**src/design/olw_pkg.sv**
```systemverilog
// ----------------------------------------------------------------------------
// olw_pkg
// shared types and constants of the orthogonal step line walker
// ----------------------------------------------------------------------------
package olw_pkg;

   localparam int COORD_W     = 5;
   localparam int WIDTH_W     = 6;
   localparam int INDEX_W     = 10;
   localparam int ERR_W       = 11;
   localparam int REQ_TDATA_W = 24;
   localparam int RSP_TDATA_W = 24;
   localparam int GRID_SIDE   = 32;
   localparam int QUEUE_DEPTH = 2;

   localparam logic [WIDTH_W-1:0] GRID_WIDTH_RESET = WIDTH_W'(GRID_SIDE);

   typedef logic [COORD_W-1:0] coord_type;

   typedef struct packed {
      coord_type x0;
      coord_type y0;
      coord_type nx;
      coord_type ny;
      logic      right;
      logic      down;
   } line_type;

   typedef enum logic {
      WALK_IDLE,
      WALK_RUN
   } walk_state_type;

endpackage

```
**src/design/olw_front.sv**
```systemverilog
// ----------------------------------------------------------------------------
// olw_front
// accepts a line request and derives step counts and directions
// ----------------------------------------------------------------------------
module olw_front (
   input  logic [olw_pkg::REQ_TDATA_W-1:0] req_tdata,
   output olw_pkg::line_type               line_desc
);
   import olw_pkg::*;

   coord_type x0;
   coord_type y0;
   coord_type x1;
   coord_type y1;

   assign x0 = req_tdata[COORD_W-1:0];
   assign y0 = req_tdata[2*COORD_W-1:COORD_W];
   assign x1 = req_tdata[3*COORD_W-1:2*COORD_W];
   assign y1 = req_tdata[4*COORD_W-1:3*COORD_W];

   always_comb begin
      line_desc.x0    = x0;
      line_desc.y0    = y0;
      line_desc.right = x1 > x0;
      line_desc.down  = y1 > y0;
      line_desc.nx    = (x1 > x0) ? (x1 - x0) : (x0 - x1);
      line_desc.ny    = (y1 > y0) ? (y1 - y0) : (y0 - y1);
   end

endmodule

```
**src/design/olw_queue.sv**
```systemverilog
// ----------------------------------------------------------------------------
// olw_queue
// small fifo of line descriptors between front and walker
// ----------------------------------------------------------------------------
module olw_queue #(
   parameter int DEPTH = olw_pkg::QUEUE_DEPTH
) (
   input  logic              clock,
   input  logic              reset,
   input  logic              push,
   input  olw_pkg::line_type push_data,
   input  logic              pop,
   output logic              full,
   output logic              head_valid,
   output olw_pkg::line_type head_data
);
   import olw_pkg::*;

   localparam int PTR_W = (DEPTH > 1) ? $clog2(DEPTH) : 1;
   localparam int CNT_W = $clog2(DEPTH + 1);
   localparam logic [PTR_W-1:0] LAST_PTR = PTR_W'(DEPTH - 1);
   localparam logic [CNT_W-1:0] FULL_CNT = CNT_W'(DEPTH);

   line_type          slot_ff [DEPTH];
   logic [PTR_W-1:0]  wr_ptr_ff, wr_ptr_in;
   logic [PTR_W-1:0]  rd_ptr_ff, rd_ptr_in;
   logic [CNT_W-1:0]  count_ff, count_in;
   logic              do_push;
   logic              do_pop;

   assign full       = (count_ff == FULL_CNT);
   assign head_valid = (count_ff != '0);
   assign head_data  = slot_ff[rd_ptr_ff];
   assign do_push    = push && !full;
   assign do_pop     = pop && head_valid;

   always_comb begin
      wr_ptr_in = wr_ptr_ff;
      rd_ptr_in = rd_ptr_ff;
      count_in  = count_ff;
      if (do_push) begin
         wr_ptr_in = (wr_ptr_ff == LAST_PTR) ? '0 : wr_ptr_ff + 1'b1;
      end
      if (do_pop) begin
         rd_ptr_in = (rd_ptr_ff == LAST_PTR) ? '0 : rd_ptr_ff + 1'b1;
      end
      if (do_push && !do_pop) begin
         count_in = count_ff + 1'b1;
      end else if (do_pop && !do_push) begin
         count_in = count_ff - 1'b1;
      end
   end

   always_ff @(posedge clock) begin
      if (reset) begin
         wr_ptr_ff <= '0;
         rd_ptr_ff <= '0;
         count_ff  <= '0;
      end else begin
         wr_ptr_ff <= wr_ptr_in;
         rd_ptr_ff <= rd_ptr_in;
         count_ff  <= count_in;
      end
   end

   always_ff @(posedge clock) begin
      if (do_push) begin
         slot_ff[wr_ptr_ff] <= push_data;
      end
   end

endmodule

```
**src/design/olw_back.sv**
```systemverilog
// ----------------------------------------------------------------------------
// olw_back
// walks one line a cell per cycle, unless stalled, into a result register
// ----------------------------------------------------------------------------
module olw_back (
   input  logic                              clock,
   input  logic                              reset,
   input  logic                              csr_wr_en,
   input  logic [olw_pkg::WIDTH_W-1:0]       csr_wr_data,
   input  logic                              q_valid,
   input  olw_pkg::line_type                 q_data,
   output logic                              q_pop,
   output logic                              rsp_tvalid,
   input  logic                              rsp_tready,
   output logic [olw_pkg::RSP_TDATA_W-1:0]   rsp_tdata,
   output logic                              rsp_tlast
);
   import olw_pkg::*;

   walk_state_type       state_ff, state_in;
   logic [WIDTH_W-1:0]   grid_width_ff, grid_width_in;
   line_type             line_ff, line_in;
   coord_type            x_ff, x_in;
   coord_type            y_ff, y_in;
   coord_type            i_ff, i_in;
   coord_type            j_ff, j_in;
   logic [ERR_W-1:0]     a_ff, a_in;
   logic [ERR_W-1:0]     b_ff, b_in;
   logic                 rsp_valid_ff, rsp_valid_in;
   coord_type            rsp_x_ff, rsp_x_in;
   coord_type            rsp_y_ff, rsp_y_in;
   logic [INDEX_W-1:0]   rsp_index_ff, rsp_index_in;
   logic                 rsp_last_ff, rsp_last_in;
   logic                 can_load;
   logic                 cur_last;
   logic [ERR_W-1:0]     row_offset;

   assign can_load   = !rsp_valid_ff || rsp_tready;
   assign cur_last   = (i_ff == line_ff.nx) && (j_ff == line_ff.ny);
   assign row_offset = ERR_W'(y_ff) * ERR_W'(grid_width_ff);

   assign rsp_tvalid = rsp_valid_ff;
   assign rsp_tlast  = rsp_last_ff;
   assign rsp_tdata  = {{(RSP_TDATA_W - INDEX_W - 2*COORD_W){1'b0}},
                        rsp_index_ff, rsp_y_ff, rsp_x_ff};

   always_comb begin
      state_in      = state_ff;
      grid_width_in = csr_wr_en ? csr_wr_data : grid_width_ff;
      line_in       = line_ff;
      x_in          = x_ff;
      y_in          = y_ff;
      i_in          = i_ff;
      j_in          = j_ff;
      a_in          = a_ff;
      b_in          = b_ff;
      rsp_valid_in  = rsp_valid_ff;
      rsp_x_in      = rsp_x_ff;
      rsp_y_in      = rsp_y_ff;
      rsp_index_in  = rsp_index_ff;
      rsp_last_in   = rsp_last_ff;
      q_pop         = 1'b0;

      if (can_load) begin
         rsp_valid_in = 1'b0;
      end

      case (state_ff)
         WALK_IDLE: begin
            q_pop = q_valid;
         end
         WALK_RUN: begin
            if (can_load) begin
               rsp_valid_in = 1'b1;
               rsp_x_in     = x_ff;
               rsp_y_in     = y_ff;
               rsp_index_in = INDEX_W'(x_ff) + row_offset[INDEX_W-1:0];
               rsp_last_in  = cur_last;
               if (cur_last) begin
                  q_pop    = q_valid;
                  state_in = WALK_IDLE;
               end else if (a_ff < b_ff) begin
                  x_in = line_ff.right ? x_ff + 1'b1 : x_ff - 1'b1;
                  i_in = i_ff + 1'b1;
                  a_in = a_ff + ERR_W'({line_ff.ny, 1'b0});
               end else begin
                  y_in = line_ff.down ? y_ff + 1'b1 : y_ff - 1'b1;
                  j_in = j_ff + 1'b1;
                  b_in = b_ff + ERR_W'({line_ff.nx, 1'b0});
               end
            end
         end
         default: begin
            state_in = WALK_IDLE;
         end
      endcase

      if (q_pop) begin
         state_in = WALK_RUN;
         line_in  = q_data;
         x_in     = q_data.x0;
         y_in     = q_data.y0;
         i_in     = '0;
         j_in     = '0;
         a_in     = ERR_W'(q_data.ny);
         b_in     = ERR_W'(q_data.nx);
      end
   end

   always_ff @(posedge clock) begin
      if (reset) begin
         state_ff      <= WALK_IDLE;
         grid_width_ff <= GRID_WIDTH_RESET;
         rsp_valid_ff  <= 1'b0;
      end else begin
         state_ff      <= state_in;
         grid_width_ff <= grid_width_in;
         rsp_valid_ff  <= rsp_valid_in;
      end
   end

   always_ff @(posedge clock) begin
      line_ff      <= line_in;
      x_ff         <= x_in;
      y_ff         <= y_in;
      i_ff         <= i_in;
      j_ff         <= j_in;
      a_ff         <= a_in;
      b_ff         <= b_in;
      rsp_x_ff     <= rsp_x_in;
      rsp_y_ff     <= rsp_y_in;
      rsp_index_ff <= rsp_index_in;
      rsp_last_ff  <= rsp_last_in;
   end

endmodule

```
**src/design/orthogonal_step_line_walker_top.sv**
```systemverilog
// a request passes the queue, the walker registers and the result register
// throughput: a cell per cycle unless stalled; nx+ny+1 cells a line (1 to 63)
// the walker steps a cell per cycle unless stalled and pops the next line
// with the prior line's last cell; up to QUEUE_DEPTH lines wait in the queue
// reset: synchronous, empties queue and walker, grid width returns to 32
// ----------------------------------------------------------------------------
// orthogonal_step_line_walker_top
// four-connected line walker: request front, descriptor queue, cell walker
// ----------------------------------------------------------------------------
module orthogonal_step_line_walker_top #(
   parameter int QUEUE_DEPTH = olw_pkg::QUEUE_DEPTH
) (
   input  logic                            clock,
   input  logic                            reset,
   input  logic                            csr_wr_en,
   input  logic [olw_pkg::WIDTH_W-1:0]     csr_wr_data,   // grid_width
   input  logic                            req_tvalid,
   output logic                            req_tready,
   // start_x[4:0], start_y[9:5], end_x[14:10], end_y[19:15], zero pad
   input  logic [olw_pkg::REQ_TDATA_W-1:0] req_tdata,
   output logic                            rsp_tvalid,
   input  logic                            rsp_tready,
   // cell_x[4:0], cell_y[9:5], cell_index[19:10], zero pad
   output logic [olw_pkg::RSP_TDATA_W-1:0] rsp_tdata,
   output logic                            rsp_tlast       // last_cell
);
   import olw_pkg::*;

   line_type front_line;
   line_type head_line;
   logic     q_full;
   logic     q_valid;
   logic     q_pop;

   assign req_tready = !q_full;

   olw_front u_front (
      .req_tdata (req_tdata),
      .line_desc (front_line)
   );

   olw_queue #(
      .DEPTH (QUEUE_DEPTH)
   ) u_queue (
      .clock      (clock),
      .reset      (reset),
      .push       (req_tvalid),
      .push_data  (front_line),
      .pop        (q_pop),
      .full       (q_full),
      .head_valid (q_valid),
      .head_data  (head_line)
   );

   olw_back u_back (
      .clock       (clock),
      .reset       (reset),
      .csr_wr_en   (csr_wr_en),
      .csr_wr_data (csr_wr_data),
      .q_valid     (q_valid),
      .q_data      (head_line),
      .q_pop       (q_pop),
      .rsp_tvalid  (rsp_tvalid),
      .rsp_tready  (rsp_tready),
      .rsp_tdata   (rsp_tdata),
      .rsp_tlast   (rsp_tlast)
   );

endmodule

```
**config.mk**
```make
export PLATFORM = sky130hd
export DESIGN_NAME = orthogonal_step_line_walker_top
export DESIGN_NICKNAME = d
export VERILOG_FILES = /design/src/design/olw_pkg.sv /design/src/design/olw_front.sv /design/src/design/olw_queue.sv /design/src/design/olw_back.sv /design/src/design/orthogonal_step_line_walker_top.sv
export SDC_FILE = /design/constraint.sdc
export NUM_CORES = 1
export LEC_CHECK = 0
export BUFFER_PORTS_ARGS = -buffer_cell sky130_fd_sc_hd__buf_2
export CAP_MARGIN = 20
export CORE_UTILIZATION = 40
export CTS_CLUSTER_DIAMETER = 120
export DETAILED_ROUTE_END_ITERATION = 8
export MAX_ROUTING_LAYER = met4
export SYNTH_ARGS = -nofsm -noshare
export SYNTH_HDL_FRONTEND = slang
export SYNTH_SLANG_ARGS = --single-unit
```
**constraint.sdc**
```tcl
create_clock -name clock -period 9.9 [get_ports clock]
set_clock_uncertainty 0.2 [all_clocks]
set_input_delay 0.495 -clock clock [delete_from_list [all_inputs] [get_ports clock]]
set_output_delay 0.495 -clock clock [all_outputs]
set_load 0.1 [all_outputs]
```
==> metrics.cfg, run 1 <==
[clock_tree]
clk_path_buf_depth=2
clock_sink_count=132
cts_resized=0
cts_tree=yes
clockRootBuffer=clkbuf_16
numCtsBuffers=17
h-tree-depth=4
clk_pin_slew_ns=0.06
insertion_delay_ns=0.42
hold_buffers=0
postCtsSetupRepairBufs=0

[routing]
wirelength_met1_mm=6.75
ant_nets=0
drcViolationCount=10
highest_layer=met4
wl_met3_um=412
via_count=4717
drtPass1Iterations=6
dr_wl_met2_mm=6.41
wl_per_cell_um=14.5
vias_per_cell=4.99
drt_iter0_drc=205
routed_wl_mm=13.8

[floorplan]
die_y_um=139
fp-row-count=49
core_um2=18100
die_x_um=139
boundaryPins=62
start_util_pct=41.1
dieArea_um2=19200

[yosys]
synth_top_family_by_area=adder cells
avgSynthCellArea_um2=11.6
yosysMostFrequentCell=edfxtp_1
synth.distinct_cells=45
synthArstFlopShare_pct=0
syn-instance-count=641
ys_ff_latch=132
ys_seq_area_share_pct=48.4
synthMuxAreaShare_pct=6.98
synth-simple-area-share_pct=8.81
synth_flop_cell=edfxtp_1
yosys-top-cells-area=edfxtp_1 (39%), ha_1 (11%), dfxtp_1 (9.4%)
yosys.area.top_type=edfxtp_1
synth_fa_ha_area_share_pct=17.5
synth_area_um2=7460
synth_compound_area_share_pct=8.60
synth-edff-count=97
yosys_warnings=0
synth_top_area_share_pct=39.0
synth-xor-area-share_pct=4.81
synth_commonest_cells=edfxtp_1 (97), inv_1 (70), ha_1 (66)

[hold_path]
hold_start=csr_wr_data[5]
hp-class=in2reg

[sta]
worst_pin_slew_ns=1.04
slew_viol_final=0
fin_hold_ws_ns=0.0753
setup_total_negative_slack_ns=0
fmax_ghz=0.254
setup_slack_ns=5.96
setup_viol_count_final=0
final_hold_viol_count=0
finalCritPeriodShare_pct=39.8
relSlewSlack_pct=30.6
period_minus_slack_ns=3.94
rsz0062_at_grt=no

[pwr]
combPwrFrac_pct=46.2
p_sw_share_pct=41.1
p_seq_share_pct=32.6
irDropWorstVdd_mv=0.164
p_sw_mw=1.24
p_int_mw=1.78
powerDensity_nw_per_um2=351
power_leakage_nw=3.67
pwr-share-clk_pct=21.2

[cells_and_area]
insertedDiodeCount=0
final_cells=946
area_delta_synth_final_pct=15.3
layout-drive-gt1-share_pct=15.1
layout.nets=829

[setup_path]
r2r_start=u_back.y_ff[4]
worstSetupPathType=reg2reg
startpoint_type=flop
arrival_ns=3.90
end_kind=flop
crit_start=u_back.y_ff[4]
critPathMaxFanout=8
cp.required_ns=9.86

[global_route]
antenna_found_initial=0
grt_pass1_wl_mm=23.3
grt_usage_pct=16.0
grt_start_max_net_pins=53
grt_overflow=0
grt_pass1_vias=4793

[placement]
pre_cts_ws_ns=5.95
numPortBuffers=53
dp_hpwl_mm=10.2
placed_cells=912
gp_congestion=0.888

[run]
max_cap_viol_count=0

[outcome]
failed_checks=DRC
run_status=finished with violations

==> critical path, cell delays in order (launching register included) <==
cell and delay (ns):
edfxtp_1 0.54, nand2_1 0.14, fa_1 0.52, fa_1 0.52, fa_1 0.54, inv_1 0.04
ha_1 0.32, a21oi_1 0.22, o22ai_1 0.14, o41ai_1 0.38, xnor2_1 0.12
==> placed cells by master, fill, tap and decap left out, drive strengths merged, types with 5 or more instances in the layout <==
cell	instances
xor2	11
mux2	18
inv	71
nand2	50
nor2	27
nor2b	12
ha	66
mux2i	31
o21ai	27
buf	58
o211ai	6
a21o	15
a21oi	27
clkbuf	20
xnor2	30
fa	24
edfxtp	97
nand3	9
o21a	5
nand4	8
o31ai	6
dfxtp	35
nor3	5
and2	18
clkinv	6
==> per-layer routing <==
layer	up-vias	track usage [%]
met5	-	-
met4	0	6.03
met3	14	3.83
met2	72	25.3
met1	2268	20.0
li1	2363	-
==> cells by family after synthesis <==
family,Yosys count
simple gates,138
mux,49
fa+ha+maj,90
xor+xnor,41
other cells,1
flops,132
compound gates,102
buf+inv,88
==> registers in the layout, indices dropped and copies added (netlist names), named ones only <==
| signal | flops |
|---|---|
| u_back.a_ff | 11 |
| u_back.b_ff | 11 |
| u_back.grid_width_ff | 6 |
| u_back.i_ff | 5 |
| u_back.j_ff | 5 |
| u_back.line_ff | 12 |
| u_back.rsp_index_ff | 10 |
| u_back.rsp_tlast | 1 |
| u_back.rsp_x_ff | 5 |
| u_back.rsp_y_ff | 5 |
| u_back.state_ff | 1 |
| u_back.x_ff | 5 |
| u_back.y_ff | 5 |
| u_queue.count_ff | 2 |
| u_queue.rd_ptr_ff | 1 |
| u_queue.slot_ff | 44 |
| u_queue.wr_ptr_ff | 1 |
==> metrics by stage <==
step	util (%)	area [µm²]	total power [mW]
after CTS	47.2	8560	3.04
after floorplan	-	7470	2.09
final	47.4	8600	3.02
after detailed placement	43.9	7960	2.38
after global routing	47.4	8600	3.24
after global placement	43.9	7960	2.34
==> layout make-up <==
type                    count  area, µm²
flip-flops and latches    132       3610
fillers                  1683       9540
well taps                 229        287
inverters                  71        267
clock inverters            12        161
clock buffers              20        437
repair buffers             58        330
multi-input cells         424       3510
==> power by group through the flow <==
| stage | clock, mW | combinational (mW) | sequential (mW) |
|---|---|---|---|
| 2_1_floorplan | 0 | 0.883 | 1.21 |
| 5_1_grt | 0.680 | 1.55 | 1.01 |
| 3_5_place_dp | 0 | 1.38 | 1.00 |
| 3_3_place_gp | 0 | 1.34 | 0.997 |
| 4_1_cts | 0.654 | 1.39 | 0.993 |
| 6_report | 0.641 | 1.40 | 0.983 |
==> path summary, 6_finish.rpt <==
path	to	slack, ns	depth (start not counted)
worst min register to register	u_back.b_ff[10]	0.26	1
worst max-delay path	u_back.rsp_index_ff[9]	5.96	10
worst max register to register	u_back.rsp_index_ff[9]	5.96	10
worst min-delay path	u_back.grid_width_ff[5]	0.08	2
Note: power is estimated with default switching activity, not from simulation.
==> run 2: changes to the inputs <==
Clock period 9.9 ns to 3.8 ns, I/O delays scaled along.
==> run 2 against run 1 <==
The flow still finishes with violations (DRC). Sequential cell count unchanged. Die area unchanged. Utilization up 2.3 points. Hold slack worse by 0.055 ns. Total power grew to 2.7 times the previous value. Global-route usage rose by 0.66 points. Clock-buffer cell count increased by 1. Combinational power grew to 2.8 times the previous value. Routed wire length up 5.2%. Sequential power rose to 2.6 times the previous value.
==> metrics.cfg, run 2 (same netlist as run 1, synthesis figures left out) <==
[routing]
highest_layer=met4
drtPass1Iterations=6
wl_per_cell_um=14.7
wl_met3_um=455
wirelength_met1_mm=7.04
drcViolationCount=10
via_count=4847
dr_wl_met2_mm=6.80
ant_nets=0
drt_iter0_drc=229
vias_per_cell=4.91
routed_wl_mm=14.5

[pwr]
combPwrFrac_pct=48.3
powerDensity_nw_per_um2=894
p_seq_share_pct=31.2
pwr-share-clk_pct=20.5
irDropWorstVdd_mv=0.375
p_sw_mw=3.34
p_sw_share_pct=41.4
p_total_mw=8.07
power_leakage_nw=3.85
p_int_mw=4.73

[floorplan]
boundaryPins=62
die_y_um=139
fp-row-count=49
die_x_um=139
dieArea_um2=19200
start_util_pct=41.1
core_um2=18100

[sta]
setup_viol_count_final=0
period_minus_slack_ns=3.63
slew_viol_final=0
finalCritPeriodShare_pct=95.6
fmax_ghz=0.275
setup_slack_ns=0.165
final_hold_viol_count=0
worst_pin_slew_ns=1.02
fin_hold_ws_ns=0.0203
setup_total_negative_slack_ns=0
relSlewSlack_pct=32.3

[setup_path]
path_buf_inv=2
worstPathCellList=nand2_1, fa_1, inv_1, ha_1, fa_1, inv_1, fa_1, nor2b_1, o21ai_2, a21oi_2, o21a_1, nor2_1, xnor2_1
startpoint_type=flop
arrival_ns=3.60
rrSetupSlack_ns=0.17
r2r_start=u_back.y_ff[1]
crit_top_cell=fa_1
r2r_end=u_back.rsp_index_ff[8]
cp.required_ns=3.76
worstSetupPathType=reg2reg
crit_slowest_cell=fa_1
end_kind=flop
r2r_cells=13
critPathTopFamily=adder cells
slowest_delay_ns=0.57
critPathMaxFanout=4

[cells_and_area]
area_delta_synth_final_pct=21.0
insertedDiodeCount=0
layout.nets=870
final_common_cell=edfxtp_1
layout-drive-gt1-share_pct=17.7
largest_register=u_queue.slot_ff
final_cell_area_um2=9030
final_cell_mix=edfxtp_1 (97), inv_1 (69), ha_1 (63)
reg_top3=u_queue.slot_ff: 44 flops, u_back.line_ff: 12 flops
largest_reg_flops=44
fillers=1660

[hold_path]
hold_depth=3
hold_start=req_tdata[15]
hp-class=in2reg
hold_end=u_queue.slot_ff[0][2]

[placement]
pre_cts_ws_ns=0.0731
dp_hpwl_mm=10.5
gp_congestion=0.909
numPortBuffers=53
dpl_cell_area_um2=8050

[run]
max_cap_viol_count=0

[clock_tree]
clock_sink_count=132
clockRootBuffer=clkbuf_16
clk_path_buf_depth=2
h-tree-depth=4
cts_tree=yes
insertion_delay_ns=0.42
numCtsBuffers=17
clk_pin_slew_ns=0.05

[global_route]
grt_usage_pct=16.7
grt_start_max_net_pins=23
grt_pass1_wl_mm=24.4
antenna_found_initial=0
grt_pass1_vias=5052
grt_overflow=0

[outcome]
failed_checks=DRC
run_status=finished with violations

==> run 2: changes by cell type in the layout (fill, tap and decap cells not counted), sizes merged <==
cell | previous run | this run
buf | 58 | 69
inv | 71 | 72
clkinvlp | 2 | 3
clkbuf | 20 | 21
bufinv | 4 | 2
dlygate4sd3 | 0 | 30
clkinv | 6 | 5
==> run 2: stage by stage <==
stage,util [%],cells
6_report,49.7,987
3_3_place_gp,44.3,923
3_5_place_dp,44.3,923
2_1_floorplan,-,644
4_1_cts,49.3,985
5_1_grt,49.7,987
==> run 2: timing repair <==
| item | CTS | global route |
|---|---|---|
| hold endpoints to repair | 33 | 0 |
| setup endpoints to repair | 0 | 2 |
| buffers inserted | 0 | 2 |
| hold buffers | 30 | 0 |
| resized for setup | 0 | 11 |
==> run 2: layout make-up <==
class,instances,area (µm²),area share [%]
Clock buffer,21,482,5.34
Inverter,71,267,2.95
Multi-Input combinational cell,424,3570,39.5
Tap cell,229,287,3.17
Sequential cell,132,3620,40.1
Clock inverter,11,124,1.37
Timing Repair Buffer,99,686,7.60
==> run 2: metal layers <==
metal | vias to the layer above | track usage [%]
met5 | - | -
met4 | 0 | 5.68
met3 | 12 | 3.73
met2 | 87 | 27.1
met1 | 2304 | 20.6
li1 | 2444 | -
==> run 2: worst reg2reg max path: stages, from the launching register on <==
cell and delay (ns):
edfxtp_1 0.41, nand2_1 0.10, fa_1 0.51, inv_1 0.04
ha_1 0.30, fa_1 0.57, inv_1 0.06, fa_1 0.46
nor2b_1 0.17, o21ai_2 0.08, a21oi_2 0.16, o21a_1 0.13
nor2_1 0.05, xnor2_1 0.13
==> run 2: how the worst max path moves through the flow <==
| stage | start | end | slack, ns | cells past startpoint |
|---|---|---|---|---|
| 2_1_floorplan | u_back.y_ff[4] | u_back.rsp_index_ff[9] | 0.19 | 11 |
| 3_3_place_gp | u_back.y_ff[3] | u_back.rsp_index_ff[9] | 0.11 | 10 |
| 3_5_place_dp | u_back.grid_width_ff[3] | u_back.rsp_index_ff[9] | 0.07 | 10 |
| 4_1_cts | u_back.grid_width_ff[3] | u_back.rsp_index_ff[9] | 0.04 | 10 |
| 5_1_grt | u_back.y_ff[2] | u_back.rsp_index_ff[9] | -0.02 | 12 |
| 6_report | u_back.y_ff[1] | u_back.rsp_index_ff[8] | 0.17 | 13 |
==> run 2: power groups by stage <==
stage          sequential, mW  clock [mW]  combinational, mW
6_report                 2.52        1.65               3.89
5_1_grt                  2.57        1.75               4.33
4_1_cts                  2.53        1.69               3.80
3_5_place_dp             2.55           0               3.73
3_3_place_gp             2.54           0               3.65
2_1_floorplan            3.15           0               2.30
